--- config.mk ---
export PLATFORM = sky130hd
export DESIGN_NAME = depth_packet_deframer
export DESIGN_NICKNAME = d
export VERILOG_FILES = /design/src/sv/dpd_pkg.sv /design/src/sv/dpd_parse.sv /design/src/sv/dpd_res_fifo.sv /design/src/sv/depth_packet_deframer.sv
export SDC_FILE = /design/constraint.sdc
export NUM_CORES = 1
export LEC_CHECK = 0
export BUFFER_PORTS_ARGS = -buffer_cell sky130_fd_sc_hd__buf_2
export CAP_MARGIN = 20
export CORE_UTILIZATION = 55
export CTS_BUF_LIST = sky130_fd_sc_hd__clkbuf_8
export DETAILED_ROUTE_END_ITERATION = 10
export GPL_ROUTABILITY_DRIVEN = 1
export GPL_TIMING_DRIVEN = 0
export MAX_ROUTING_LAYER = met4
export PLACE_DENSITY_LB_ADDON = 0.12
export SLEW_MARGIN = 20
export SYNTH_ARGS = -nofsm -noshare
export SYNTH_HDL_FRONTEND = slang
export SYNTH_SLANG_ARGS = --single-unit
--- constraint.sdc ---
create_clock -name clk_i -period 14.8 [get_ports clk_i]
set_input_delay 3.7 -clock clk_i [delete_from_list [all_inputs] [get_ports clk_i]]
set_output_delay 3.7 -clock clk_i [all_outputs]
set_load 0.05 [all_outputs]
--- src/sv/dpd_pkg.sv ---
// Shared types and constants for the depth packet deframer.
// Result item layout, parser phase codes and configuration register indexes.
package dpd_pkg;

  typedef enum logic [1:0] {
    PH_HUNT    = 2'd0,
    PH_HEADER  = 2'd1,
    PH_PAYLOAD = 2'd2
  } phase_e;

  typedef enum logic [1:0] {
    KIND_START = 2'd0,
    KIND_DATA  = 2'd1,
    KIND_DONE  = 2'd2
  } kind_e;

  localparam logic [1:0] CFG_MAGIC      = 2'd0;
  localparam logic [1:0] CFG_START_TYPE = 2'd1;
  localparam logic [1:0] CFG_END_TYPE   = 2'd2;

  typedef struct packed {
    logic [15:0] magic_word;
    logic [15:0] start_type;
    logic [15:0] end_type;
  } cfg_t;

  typedef struct packed {
    kind_e       kind;
    logic [7:0]  frame_byte;
    logic [31:0] frame_time;
    logic        last;
  } result_t;

endpackage

--- src/sv/dpd_parse.sv ---
// Byte parser of the depth packet deframer: magic hunt, header decode, payload pass.
// Produces up to two result items per byte. Depends on dpd_pkg.
module dpd_parse #(
  parameter int HEADER_BYTES = 12
) (
  input  logic            clk_i,
  input  logic            rst_ni,
  input  logic            en_i,
  input  logic            mode_i,
  input  logic [7:0]      data_byte_i,
  input  dpd_pkg::cfg_t   cfg_i,
  output logic [1:0]      res_cnt_o,
  output dpd_pkg::result_t res0_o,
  output dpd_pkg::result_t res1_o
);
  import dpd_pkg::*;

  localparam int CntW = $clog2(HEADER_BYTES);

  phase_e          phase_q, phase_d;
  logic            magic_lo_q, magic_lo_d;
  logic [CntW-1:0] hcnt_q, hcnt_d;
  logic [15:0]     left_q, left_d;
  logic [15:0]     pkind_q, pkind_d;
  logic [31:0]     ptime_q, ptime_d;
  logic [15:0]     prev_id_q, prev_id_d;
  logic            id_seen_q, id_seen_d;
  logic            open_q, open_d;
  logic            bad_q, bad_d;

  logic [7:0]      hdr_q [HEADER_BYTES];
  logic [7:0]      hdr_v [HEADER_BYTES];
  logic            hdr_we;
  logic [CntW-1:0] hdr_idx;
  logic [7:0]      hdr_wdata;
  logic            magic_we;

  logic [15:0]     id;
  logic [15:0]     size;
  logic            fin;
  logic [1:0]      n;
  result_t         res [2];

  always_comb begin
    for (int i = 0; i < HEADER_BYTES; i++) begin
      hdr_v[i] = (i == HEADER_BYTES - 1) ? data_byte_i : hdr_q[i];
    end
  end

  assign id   = {hdr_v[5], hdr_v[4]};
  assign size = {hdr_v[6], hdr_v[7]};

  always_comb begin
    phase_d    = phase_q;
    magic_lo_d = magic_lo_q;
    hcnt_d     = hcnt_q;
    left_d     = left_q;
    pkind_d    = pkind_q;
    ptime_d    = ptime_q;
    prev_id_d  = prev_id_q;
    id_seen_d  = id_seen_q;
    open_d     = open_q;
    bad_d      = bad_q;
    hdr_we     = 1'b0;
    hdr_idx    = hcnt_q;
    hdr_wdata  = data_byte_i;
    magic_we   = 1'b0;
    fin        = 1'b0;
    n          = 2'd0;
    res[0]     = '0;
    res[1]     = '0;

    if (mode_i) begin
      bad_d      = 1'b1;
      phase_d    = PH_HUNT;
      magic_lo_d = 1'b0;
      hcnt_d     = '0;
    end else begin
      unique case (phase_q)
        PH_HEADER: begin
          hdr_we = 1'b1;
          hcnt_d = hcnt_q + 1'b1;
          if (hcnt_q == CntW'(HEADER_BYTES - 1)) begin
            pkind_d = {hdr_v[3], hdr_v[2]};
            ptime_d = {hdr_v[11], hdr_v[10], hdr_v[9], hdr_v[8]};
            if (size < 16'(HEADER_BYTES)) begin
              bad_d      = 1'b1;
              phase_d    = PH_HUNT;
              magic_lo_d = 1'b0;
              hcnt_d     = '0;
            end else begin
              if (id_seen_q && id != prev_id_q + 16'd1) begin
                bad_d = 1'b1;
              end
              prev_id_d = id;
              id_seen_d = 1'b1;
              if (pkind_d == cfg_i.start_type) begin
                open_d    = 1'b1;
                bad_d     = 1'b0;
                res[0]    = '{kind: KIND_START, frame_byte: '0, frame_time: '0, last: 1'b0};
                n         = 2'd1;
              end
              left_d  = size - 16'(HEADER_BYTES);
              phase_d = PH_PAYLOAD;
              fin     = (left_d == '0);
            end
          end
        end
        PH_PAYLOAD: begin
          if (open_q && !bad_q) begin
            res[0] = '{kind: KIND_DATA, frame_byte: data_byte_i, frame_time: '0, last: 1'b0};
            n      = 2'd1;
          end
          if (left_q != '0) begin
            left_d = left_q - 16'd1;
          end
          fin = (left_d == '0);
        end
        default: begin
          if (magic_lo_q && data_byte_i == cfg_i.magic_word[15:8]) begin
            magic_lo_d = 1'b0;
            magic_we   = 1'b1;
            hcnt_d     = CntW'(2);
            phase_d    = PH_HEADER;
          end else begin
            phase_d    = PH_HUNT;
            magic_lo_d = (data_byte_i == cfg_i.magic_word[7:0]);
          end
        end
      endcase

      if (fin) begin
        if (pkind_d == cfg_i.end_type) begin
          if (open_d && !bad_d) begin
            res[n[0]] = '{kind: KIND_DONE, frame_byte: '0, frame_time: ptime_d, last: 1'b0};
            n         = n + 2'd1;
          end
          open_d = 1'b0;
        end
        phase_d    = PH_HUNT;
        magic_lo_d = 1'b0;
        hcnt_d     = '0;
      end
    end

    if (n == 2'd1) begin
      res[0].last = 1'b1;
    end else if (n == 2'd2) begin
      res[1].last = 1'b1;
    end
  end

  assign res_cnt_o = en_i ? n : 2'd0;
  assign res0_o    = res[0];
  assign res1_o    = res[1];

  always_ff @(posedge clk_i or negedge rst_ni) begin
    if (!rst_ni) begin
      phase_q    <= PH_HUNT;
      magic_lo_q <= 1'b0;
      hcnt_q     <= '0;
      left_q     <= '0;
      pkind_q    <= '0;
      ptime_q    <= '0;
      prev_id_q  <= '0;
      id_seen_q  <= 1'b0;
      open_q     <= 1'b0;
      bad_q      <= 1'b0;
    end else if (en_i) begin
      phase_q    <= phase_d;
      magic_lo_q <= magic_lo_d;
      hcnt_q     <= hcnt_d;
      left_q     <= left_d;
      pkind_q    <= pkind_d;
      ptime_q    <= ptime_d;
      prev_id_q  <= prev_id_d;
      id_seen_q  <= id_seen_d;
      open_q     <= open_d;
      bad_q      <= bad_d;
    end
  end

  always_ff @(posedge clk_i) begin
    if (en_i && !mode_i) begin
      if (hdr_we) begin
        hdr_q[hdr_idx] <= hdr_wdata;
      end
      if (magic_we) begin
        hdr_q[0] <= cfg_i.magic_word[7:0];
        hdr_q[1] <= cfg_i.magic_word[15:8];
      end
    end
  end

endmodule

--- src/sv/dpd_res_fifo.sv ---
// Four-entry result queue of the depth packet deframer; takes up to two items a cycle.
// Drives the output channel. Depends on dpd_pkg.
module dpd_res_fifo (
  input  logic             clk_i,
  input  logic             rst_ni,
  input  logic [1:0]       push_cnt_i,
  input  dpd_pkg::result_t push0_i,
  input  dpd_pkg::result_t push1_i,
  output logic             room_o,
  output logic             out_valid_o,
  input  logic             out_ready_i,
  output dpd_pkg::result_t head_o
);
  import dpd_pkg::*;

  result_t    mem_q [4];
  logic [1:0] wptr_q, rptr_q;
  logic [2:0] cnt_q;
  logic       pop;

  assign out_valid_o = (cnt_q != 3'd0);
  assign pop         = out_valid_o && out_ready_i;
  assign head_o      = mem_q[rptr_q];
  assign room_o      = (cnt_q <= 3'd2);

  always_ff @(posedge clk_i or negedge rst_ni) begin
    if (!rst_ni) begin
      wptr_q <= '0;
      rptr_q <= '0;
      cnt_q  <= '0;
    end else begin
      wptr_q <= wptr_q + push_cnt_i;
      rptr_q <= rptr_q + {1'b0, pop};
      cnt_q  <= cnt_q + {1'b0, push_cnt_i} - {2'b00, pop};
    end
  end

  always_ff @(posedge clk_i) begin
    if (push_cnt_i != 2'd0) begin
      mem_q[wptr_q] <= push0_i;
    end
    if (push_cnt_i == 2'd2) begin
      mem_q[wptr_q + 2'd1] <= push1_i;
    end
  end

endmodule

--- src/sv/depth_packet_deframer.sv ---
// Depth packet deframer top level: input register, byte parser and result queue.
// Depends on dpd_pkg, dpd_parse and dpd_res_fifo.
//
// Takes one stream byte or packet-lost event per cycle from a registered input
// stage. The parser finds the magic word, decodes the header and emits frame
// start, frame data and frame complete items; one byte can give up to two items.
// Items leave through a four-entry queue at one per cycle while the consumer is
// ready. The input stage advances only while the queue holds two items or
// fewer, so a steady stream runs at one byte per cycle whenever the consumer
// keeps up. Configuration writes take effect at once and are meant for idle
// periods.
module depth_packet_deframer #(
  parameter int HEADER_BYTES = 12
) (
  input  logic        clk_i,
  input  logic        rst_ni,
  input  logic        cfg_we_i,
  input  logic [1:0]  cfg_idx_i,
  input  logic [15:0] cfg_wdata_i,
  input  logic        in_valid_i,
  output logic        in_ready_o,
  input  logic        mode_i,
  input  logic [7:0]  data_byte_i,
  output logic        out_valid_o,
  input  logic        out_ready_i,
  output logic [1:0]  kind_o,
  output logic [7:0]  frame_byte_o,
  output logic [31:0] frame_time_o,
  output logic        last_o
);
  import dpd_pkg::*;

  cfg_t       cfg_q;
  logic       s_valid_q;
  logic       s_mode_q;
  logic [7:0] s_byte_q;
  logic       room;
  logic       advance;
  logic [1:0] res_cnt;
  result_t    res0, res1, head;

  assign advance    = s_valid_q && room;
  assign in_ready_o = !s_valid_q || advance;

  always_ff @(posedge clk_i or negedge rst_ni) begin
    if (!rst_ni) begin
      cfg_q.magic_word <= 16'd16978;
      cfg_q.start_type <= 16'd28928;
      cfg_q.end_type   <= 16'd29952;
    end else if (cfg_we_i) begin
      unique case (cfg_idx_i)
        CFG_MAGIC:      cfg_q.magic_word <= cfg_wdata_i;
        CFG_START_TYPE: cfg_q.start_type <= cfg_wdata_i;
        CFG_END_TYPE:   cfg_q.end_type   <= cfg_wdata_i;
        default: ;
      endcase
    end
  end

  always_ff @(posedge clk_i or negedge rst_ni) begin
    if (!rst_ni) begin
      s_valid_q <= 1'b0;
    end else if (in_ready_o) begin
      s_valid_q <= in_valid_i;
    end
  end

  always_ff @(posedge clk_i) begin
    if (in_ready_o && in_valid_i) begin
      s_mode_q <= mode_i;
      s_byte_q <= data_byte_i;
    end
  end

  dpd_parse #(
    .HEADER_BYTES(HEADER_BYTES)
  ) u_parse (
    .clk_i       (clk_i),
    .rst_ni      (rst_ni),
    .en_i        (advance),
    .mode_i      (s_mode_q),
    .data_byte_i (s_byte_q),
    .cfg_i       (cfg_q),
    .res_cnt_o   (res_cnt),
    .res0_o      (res0),
    .res1_o      (res1)
  );

  dpd_res_fifo u_fifo (
    .clk_i       (clk_i),
    .rst_ni      (rst_ni),
    .push_cnt_i  (res_cnt),
    .push0_i     (res0),
    .push1_i     (res1),
    .room_o      (room),
    .out_valid_o (out_valid_o),
    .out_ready_i (out_ready_i),
    .head_o      (head)
  );

  assign kind_o       = head.kind;
  assign frame_byte_o = head.frame_byte;
  assign frame_time_o = head.frame_time;
  assign last_o       = head.last;

endmodule

# Word-level counts from Yosys, hierarchy flattened
# Memories as Yosys holds them, arrays and structs flattened.
# Cells that the tools add are included.
[totals]
ff_bits = 155
in_bits = 32
ram_bits = 268
n_memories = 2
wordCells = 179
output_inout_bits = 45
[memory_table]
columns = ["memory", "words", "width", "rd", "rd_ports_with_merged_regs", "wr", "line", "text"]
rows = [
  ["u_fifo.mem_q", 4, 43, 1, 0, 2, "dpd_res_fifo.sv:16", "result_t mem_q [4];"],
  ["u_parse.hdr_q", 12, 8, 9, 0, 2, "dpd_parse.sv:31", "logic [7:0] hdr_q [HEADER_BYTES];"],
]
[op_classes]
n_addsub = 10
reduce_logical = 33
n_eq_ne = 18
muxes = 90
order_cmp = 4
n_bitwise = 3
[ops]
columns = ["op", "count"]
rows = [
  ["$mux 86", 4],
  ["$mux 43", 3],
  ["$mux 16", 8],
  ["$mux 32", 3],
  ["$bwmux 86", 1],
  ["$mux 1", 44],
  ["$demux 43 s1", 1],
  ["$mux 42", 1],
  ["$eq 16x16->1", 2],
  ["$logic_not 16->1", 2],
  ["$pmux 16 s2", 1],
  ["$mux 2", 12],
  ["$mux 4", 6],
  ["$add 16x1->16 const B", 1],
  ["$eq 8x8->1", 2],
  ["$lt 16x4->1 const B", 1],
  ["$ne 16x16->1", 1],
  ["$reduce_bool 16->1", 1],
  ["$sub 16x1->16 const B", 1],
  ["$sub 16x4->16 const B", 1],
  ["$reduce_and 5->1", 2],
  ["$logic_and 1x1->1", 9],
  ["$eq 2x2->1 const B", 4],
  ["$mux 8", 1],
  ["other kinds (31)", 46],
]

# Longest topological paths before layout
[logic_depth]
depth_word = 19
depth_mapped = 18

# Cells and area by module
# Synthesis repeated with hierarchy kept, for this count alone.
[unflattened]
hier_cells = 1585
area_unflattened_um2 = 21035.2
[by_module_without_submodules]
columns = ["mod", "area_each_um2", "cells_per_inst", "seq_area_each_um2", "instances"]
rows = [
  ["dpd_parse", 10104.7, 1011, 4414.2, 1],
  ["dpd_res_fifo", 8777.2, 458, 5340.1, 1],
  ["depth_packet_deframer", 2153.3, 116, 1514.0, 1],
]

# Least setup slack after synthesis
# No wires, ideal clock.
[synth_path]
path_type = "reg-to-reg"
start = "memory u_parse.hdr_q[7][2]"
end = "memory u_fifo.mem_q[0][0] in the netlist's numbering (enable)"
stages_incl_launch_ff = 11
path_buffers = 1
arrival_ns = 7.407
setup_ns = 0.562
path_slack_ns = 6.830
path_cell_list = "edfxtp_1 > ha_1 > buf_2 > or4_1 > nor4_1 > xnor2_1 > or4b_2 > nor4b_1 > o21bai_1 > mux2i_1 > o41ai_1"
[synth_rtl]
columns = ["item", "line"]
rows = [
  ["from (decl)", "dpd_parse.sv:31"],
  ["to (decl)", "dpd_res_fifo.sv:16"],
]

# Final worst setup path
[layout_path]
start = "register u_fifo.rptr_q[0]"
end = "output port frame_byte_o[0]"
[layout_via]
elab_chain_len = 1
[layout_rtl]
columns = ["item", "line", "text"]
rows = [
  ["from (decl)", "dpd_res_fifo.sv:17", "logic [1:0] wptr_q, rptr_q;"],
  ["from (signal assigned)", "dpd_res_fifo.sv:33", "rptr_q <= rptr_q + {1'b0, pop};"],
  ["$mem_v2 4x43", "--", ""],
  ["to (decl)", "depth_packet_deframer.sv:27", "output logic [7:0] frame_byte_o,"],
]
# No other way between the ends.

==> summary.md <==
| Metric | Value |
|---|---|
| DR WL/cell | `21.1 µm` |
| Mux contribution to synthesized area | `13.9%` |
| Placed Cells | `1,898` |
| CP endpoint | `frame_byte_o[0]` |
| CP Class | `flop to output port` |
| Number of flops mapped to enable cells by yosys | `253` |
| Clk root buf | `clkbuf_8` |
| TritonCTS clock tree | `yes` |
| R2R Path Start | `u_parse.hcnt_q[0]$_DFFE_PN0P_` |
| Worst-Skew Late Latency | `600 ps` |
| Max incr delay on CP | `740 ps` |
| Worst slew margin | `25.4%` |
| Largest family of logic cells by synthesized area | `multiplexers` |
| Worst-Margin Slew | `1110 ps` |
| Distinct cells, synth | `87` |
| Final setup TNS | `0 ps` |
| Clk sinks | `399` |
| Gp weighted congestion | `0.912` |
| Clock Path Buffers | `3` |
| Die Span Y | `186 µm` |
| Status | `complete, no violations` |
| # hold bufs at CTS | `0` |
| TritonCTS Buffers | `67` |
| Core Rows | `66` |
| Total grt overflow | `0` |
| CP Cell Sequence | `clkbuf_1 > buf_1 > mux4_2 > buf_2` |
| Via/cell ratio | `5.86` |
| Mean post-synth cell area | `13.6 µm²` |
| Storage cell area | `11,300 µm²` |
| Port bufs | `76` |
| Resize count post-CTS | `0` |
| Initial antenna violation count | `1` |
| Fin cells | `2,021` |
| Yosys top cell by area | `edfxtp_1` |
| Top FF cell, synth | `edfxtp_1` |
| Post-CTS Setup Inserts | `0` |
| DRC viols | `0` |
| Final hold violation count | `0` |
| RSZ-0062 raised after global routing | `no` |
| Post-Synth Simple-Gate Area | `12.1%` |
| Layout cell share with drive strength beyond 1 | `25.5%` |
| Synth top area share | `40.9%` |
| Largest net degree at the start of global routing | `82` |
| Syn Nets | `1,415` |
| Synth Area in Compound Gates | `5.53%` |
| Starting Density | `56.5%` |
| Multi-input gate area | `6930 µm²` |
| Register area share after synthesis | `60.7%` |
| Nets | `1,574` |
| Max VDD drop | `0.0944 mV` |
| Adder-cell share of the synthesized area | `1.24%` |
| Core area | `32,900 µm²` |
| CP Launch Type | `flop` |
| Period Utilization, post-route | `45.6%` |
| Final min period | `6740 ps` |
| CP max FO | `10` |
| Critical path data required time | `11,100 ps` |
| CP max-delay cell | `buf_1` |
| Pins Over Slew Limit | `0` |
| Worst hold path type | `flop to flop` |
| Peak Freq | `0.148 GHz` |
| Syn Inst Count | `1,366` |
| H-Tree Depth | `3` |
| CP endpoint kind | `output port` |
| Area growth from synthesis to layout | `13.6%` |
| Clk_skew | `34.7 ps` |
| Crit path DAT | `3040 ps` |
| Total vias in the final route | `11,849` |
| Die area | `34,500 µm²` |
| Asr flop ratio synth | `36.6%` |
| Critical R2R Capture | `u_fifo.mem_q[0][11]$_DFFE_PP_` |
| Synth top area cells | `edfxtp_1 (41%), dfrtp_1 (18%), mux2_2 (6.7%), mux4_2 (5.2%), xnor2_1 (3.3%)` |
| Router iterations before antenna repair | `8` |
| Inserted Diodes | `0` |
| Die Width | `186 µm` |
| Final wirelength | `42,600 µm` |
| Clock transition at the registers of the reported paths | `60 ps` |
| R2r worst-path depth | `16` |
| Max_cap viols | `0` |
| Synth warn | `0` |
| Yosys reg bits | `399` |
| Final HPWL from detailed placement | `28,900 µm` |
| Synthesized cell area | `18,600 µm²` |
| Final ANT Viol Nets | `0` |
| First-pass GRT wire length | `66,800 µm` |
| Io pins | `77` |
| Fillers | `2,605` |
| Drt initial violations | `794` |
| Critical path origin | `u_fifo.rptr_q[0]$_DFF_PN0_` |
| # setup viols final | `0` |
| Flop2flop setup slack | `9200 ps` |
| Number of global-route vias before repair | `12,086` |
| Leakage | `7.30 nW` |
| Power Density | `122 nW/µm²` |
| All-Layer GR Usage | `26.6%` |
| XOR/XNOR Fraction of Synth Area | `4.20%` |
## how the worst min path moves through the flow
stage,startpoint,to,cells past startpoint
detailed placement,u_parse.id_seen_q$_DFFE_PN0P_,u_parse.id_seen_q$_DFFE_PN0P_,1
global route,u_parse.ptime_q[14]$_DFFE_PN0P_,u_parse.ptime_q[14]$_DFFE_PN0P_,1
finish,u_parse.hdr_q[10][5]$_DFFE_PP_,u_parse.ptime_q[21]$_DFFE_PN0P_,1
global placement,u_parse.id_seen_q$_DFFE_PN0P_,u_parse.id_seen_q$_DFFE_PN0P_,1
floorplan,u_parse.pkind_q[6]$_DFFE_PN0P_,u_parse.pkind_q[6]$_DFFE_PN0P_,2
CTS,u_parse.hdr_q[10][5]$_DFFE_PP_,u_parse.ptime_q[21]$_DFFE_PN0P_,1
## metrics by stage
stage	total power, mW	area, µm²	hold WS [ps]	setup WS [ps]	utilization (%)
after floorplan	1.51	18600	463	6830	-
after global placement	1.61	19500	476	2990	59.4
after detailed placement	1.62	19700	487	8580	60.1
after CTS	2.61	21100	492	7960	64.2
after global routing	2.68	21100	511	7810	64.2
final	2.58	21100	492	8060	64.2
## registers in the layout, summed over array words and instances, names as in the netlist
name / flops
u_parse.pkind_q: 16
u_parse.ptime_q: 32
u_parse.hcnt_q: 4
s_valid_q: 1
u_parse.open_q: 1
u_fifo.rptr_q: 2
s_byte_q: 8
u_parse.phase_q: 2
u_parse.left_q: 16
u_parse.bad_q: 1
cfg_q: 48
u_fifo.mem_q: 172
u_parse.prev_id_q: 16
u_parse.id_seen_q: 1
s_mode_q: 1
u_fifo.wptr_q: 2
u_parse.hdr_q: 72
u_parse.magic_lo_q: 1
u_fifo.cnt_q: 3
## power breakdown
part	leakage (nW)	total [mW]	switching [mW]	internal, mW
logic	2.69	0.297	0.172	0.125
clock network	0.797	0.986	0.452	0.535
registers	3.81	1.30	0.0586	1.24
total	7.30	2.58	0.682	1.90
## logic make-up after synthesis
kind of cell    after synthesis
buf+inv                     106
simple gates                421
flops                       399
fa+ha+maj                    18
compound gates              142
xor+xnor                     89
mux                         191
## routing by layer
layer	global-route usage, %	wire length (µm)	vias to the layer above
li1	-	-	5456
met1	34.7	18300	5933
met2	42.9	21000	376
met3	3.44	2120	84
met4	9.64	1190	0
met5	-	0	-
## worst max-delay path: cells and delay by family (launching register included)
kind | cells | cell delay [ps]
mux | 1 | 630
buf+inv | 3 | 1470
flops | 1 | 350
## final cells by class
class	instances	area share [%]
Buffer	74	1.46
Clock buffer	77	5.02
Clock inverter	46	1.42
Inverter	32	0.569
Multi-Input combinational cell	861	32.9
Sequential cell	399	53.4
Tap cell	442	2.62
Timing Repair Buffer	90	2.67
## placed cells by master, fill, tap and decap left out, types with 16 or more instances in the layout
master	Yosys	final
inv_1	32	61
edfxtp_1	253	253
clkbuf_1	41	41
nand3_1	37	37
nor4_1	17	16
nor3_1	55	54
nand2_1	47	47
mux4_2	43	43
ha_1	16	16
and2_1	41	41
dfrtp_1	132	132
xor2_1	19	19
clkbuf_8	0	77
buf_2	18	98
nor2_1	127	126
mux2i_1	37	37
o21ai_0	31	31
a21oi_1	26	26
xnor2_1	70	70
mux2_2	111	111
## cell usage after synthesis, types with 5 or more instances
| cell type | count |
|---|---|
| clkbuf_1 | 41 |
| nand2_1 | 47 |
| ha_1 | 16 |
| a21oi_1 | 26 |
| o31ai_1 | 7 |
| or3_1 | 9 |
| a31oi_1 | 6 |
| nor3b_1 | 8 |
| xor2_1 | 19 |
| inv_1 | 32 |
| nor4_1 | 17 |
| nand2b_1 | 7 |
| nor3_1 | 55 |
| mux4_2 | 43 |
| o31a_1 | 5 |
| and3_1 | 8 |
| nand3_1 | 37 |
| xnor2_1 | 70 |
| mux2i_1 | 37 |
| mux2_2 | 111 |
| nand4_1 | 13 |
| buf_2 | 18 |
| buf_1 | 14 |
| a21o_1 | 6 |
| a211oi_1 | 5 |
| nor4b_1 | 7 |
| dfstp_2 | 14 |
| nor2b_1 | 11 |
| edfxtp_1 | 253 |
| o22ai_1 | 7 |
| dfrtp_1 | 132 |
| and2_1 | 41 |
| or2_2 | 6 |
| nor2_1 | 127 |
| o21ai_0 | 31 |
Power figures use the tool's default switching activity.
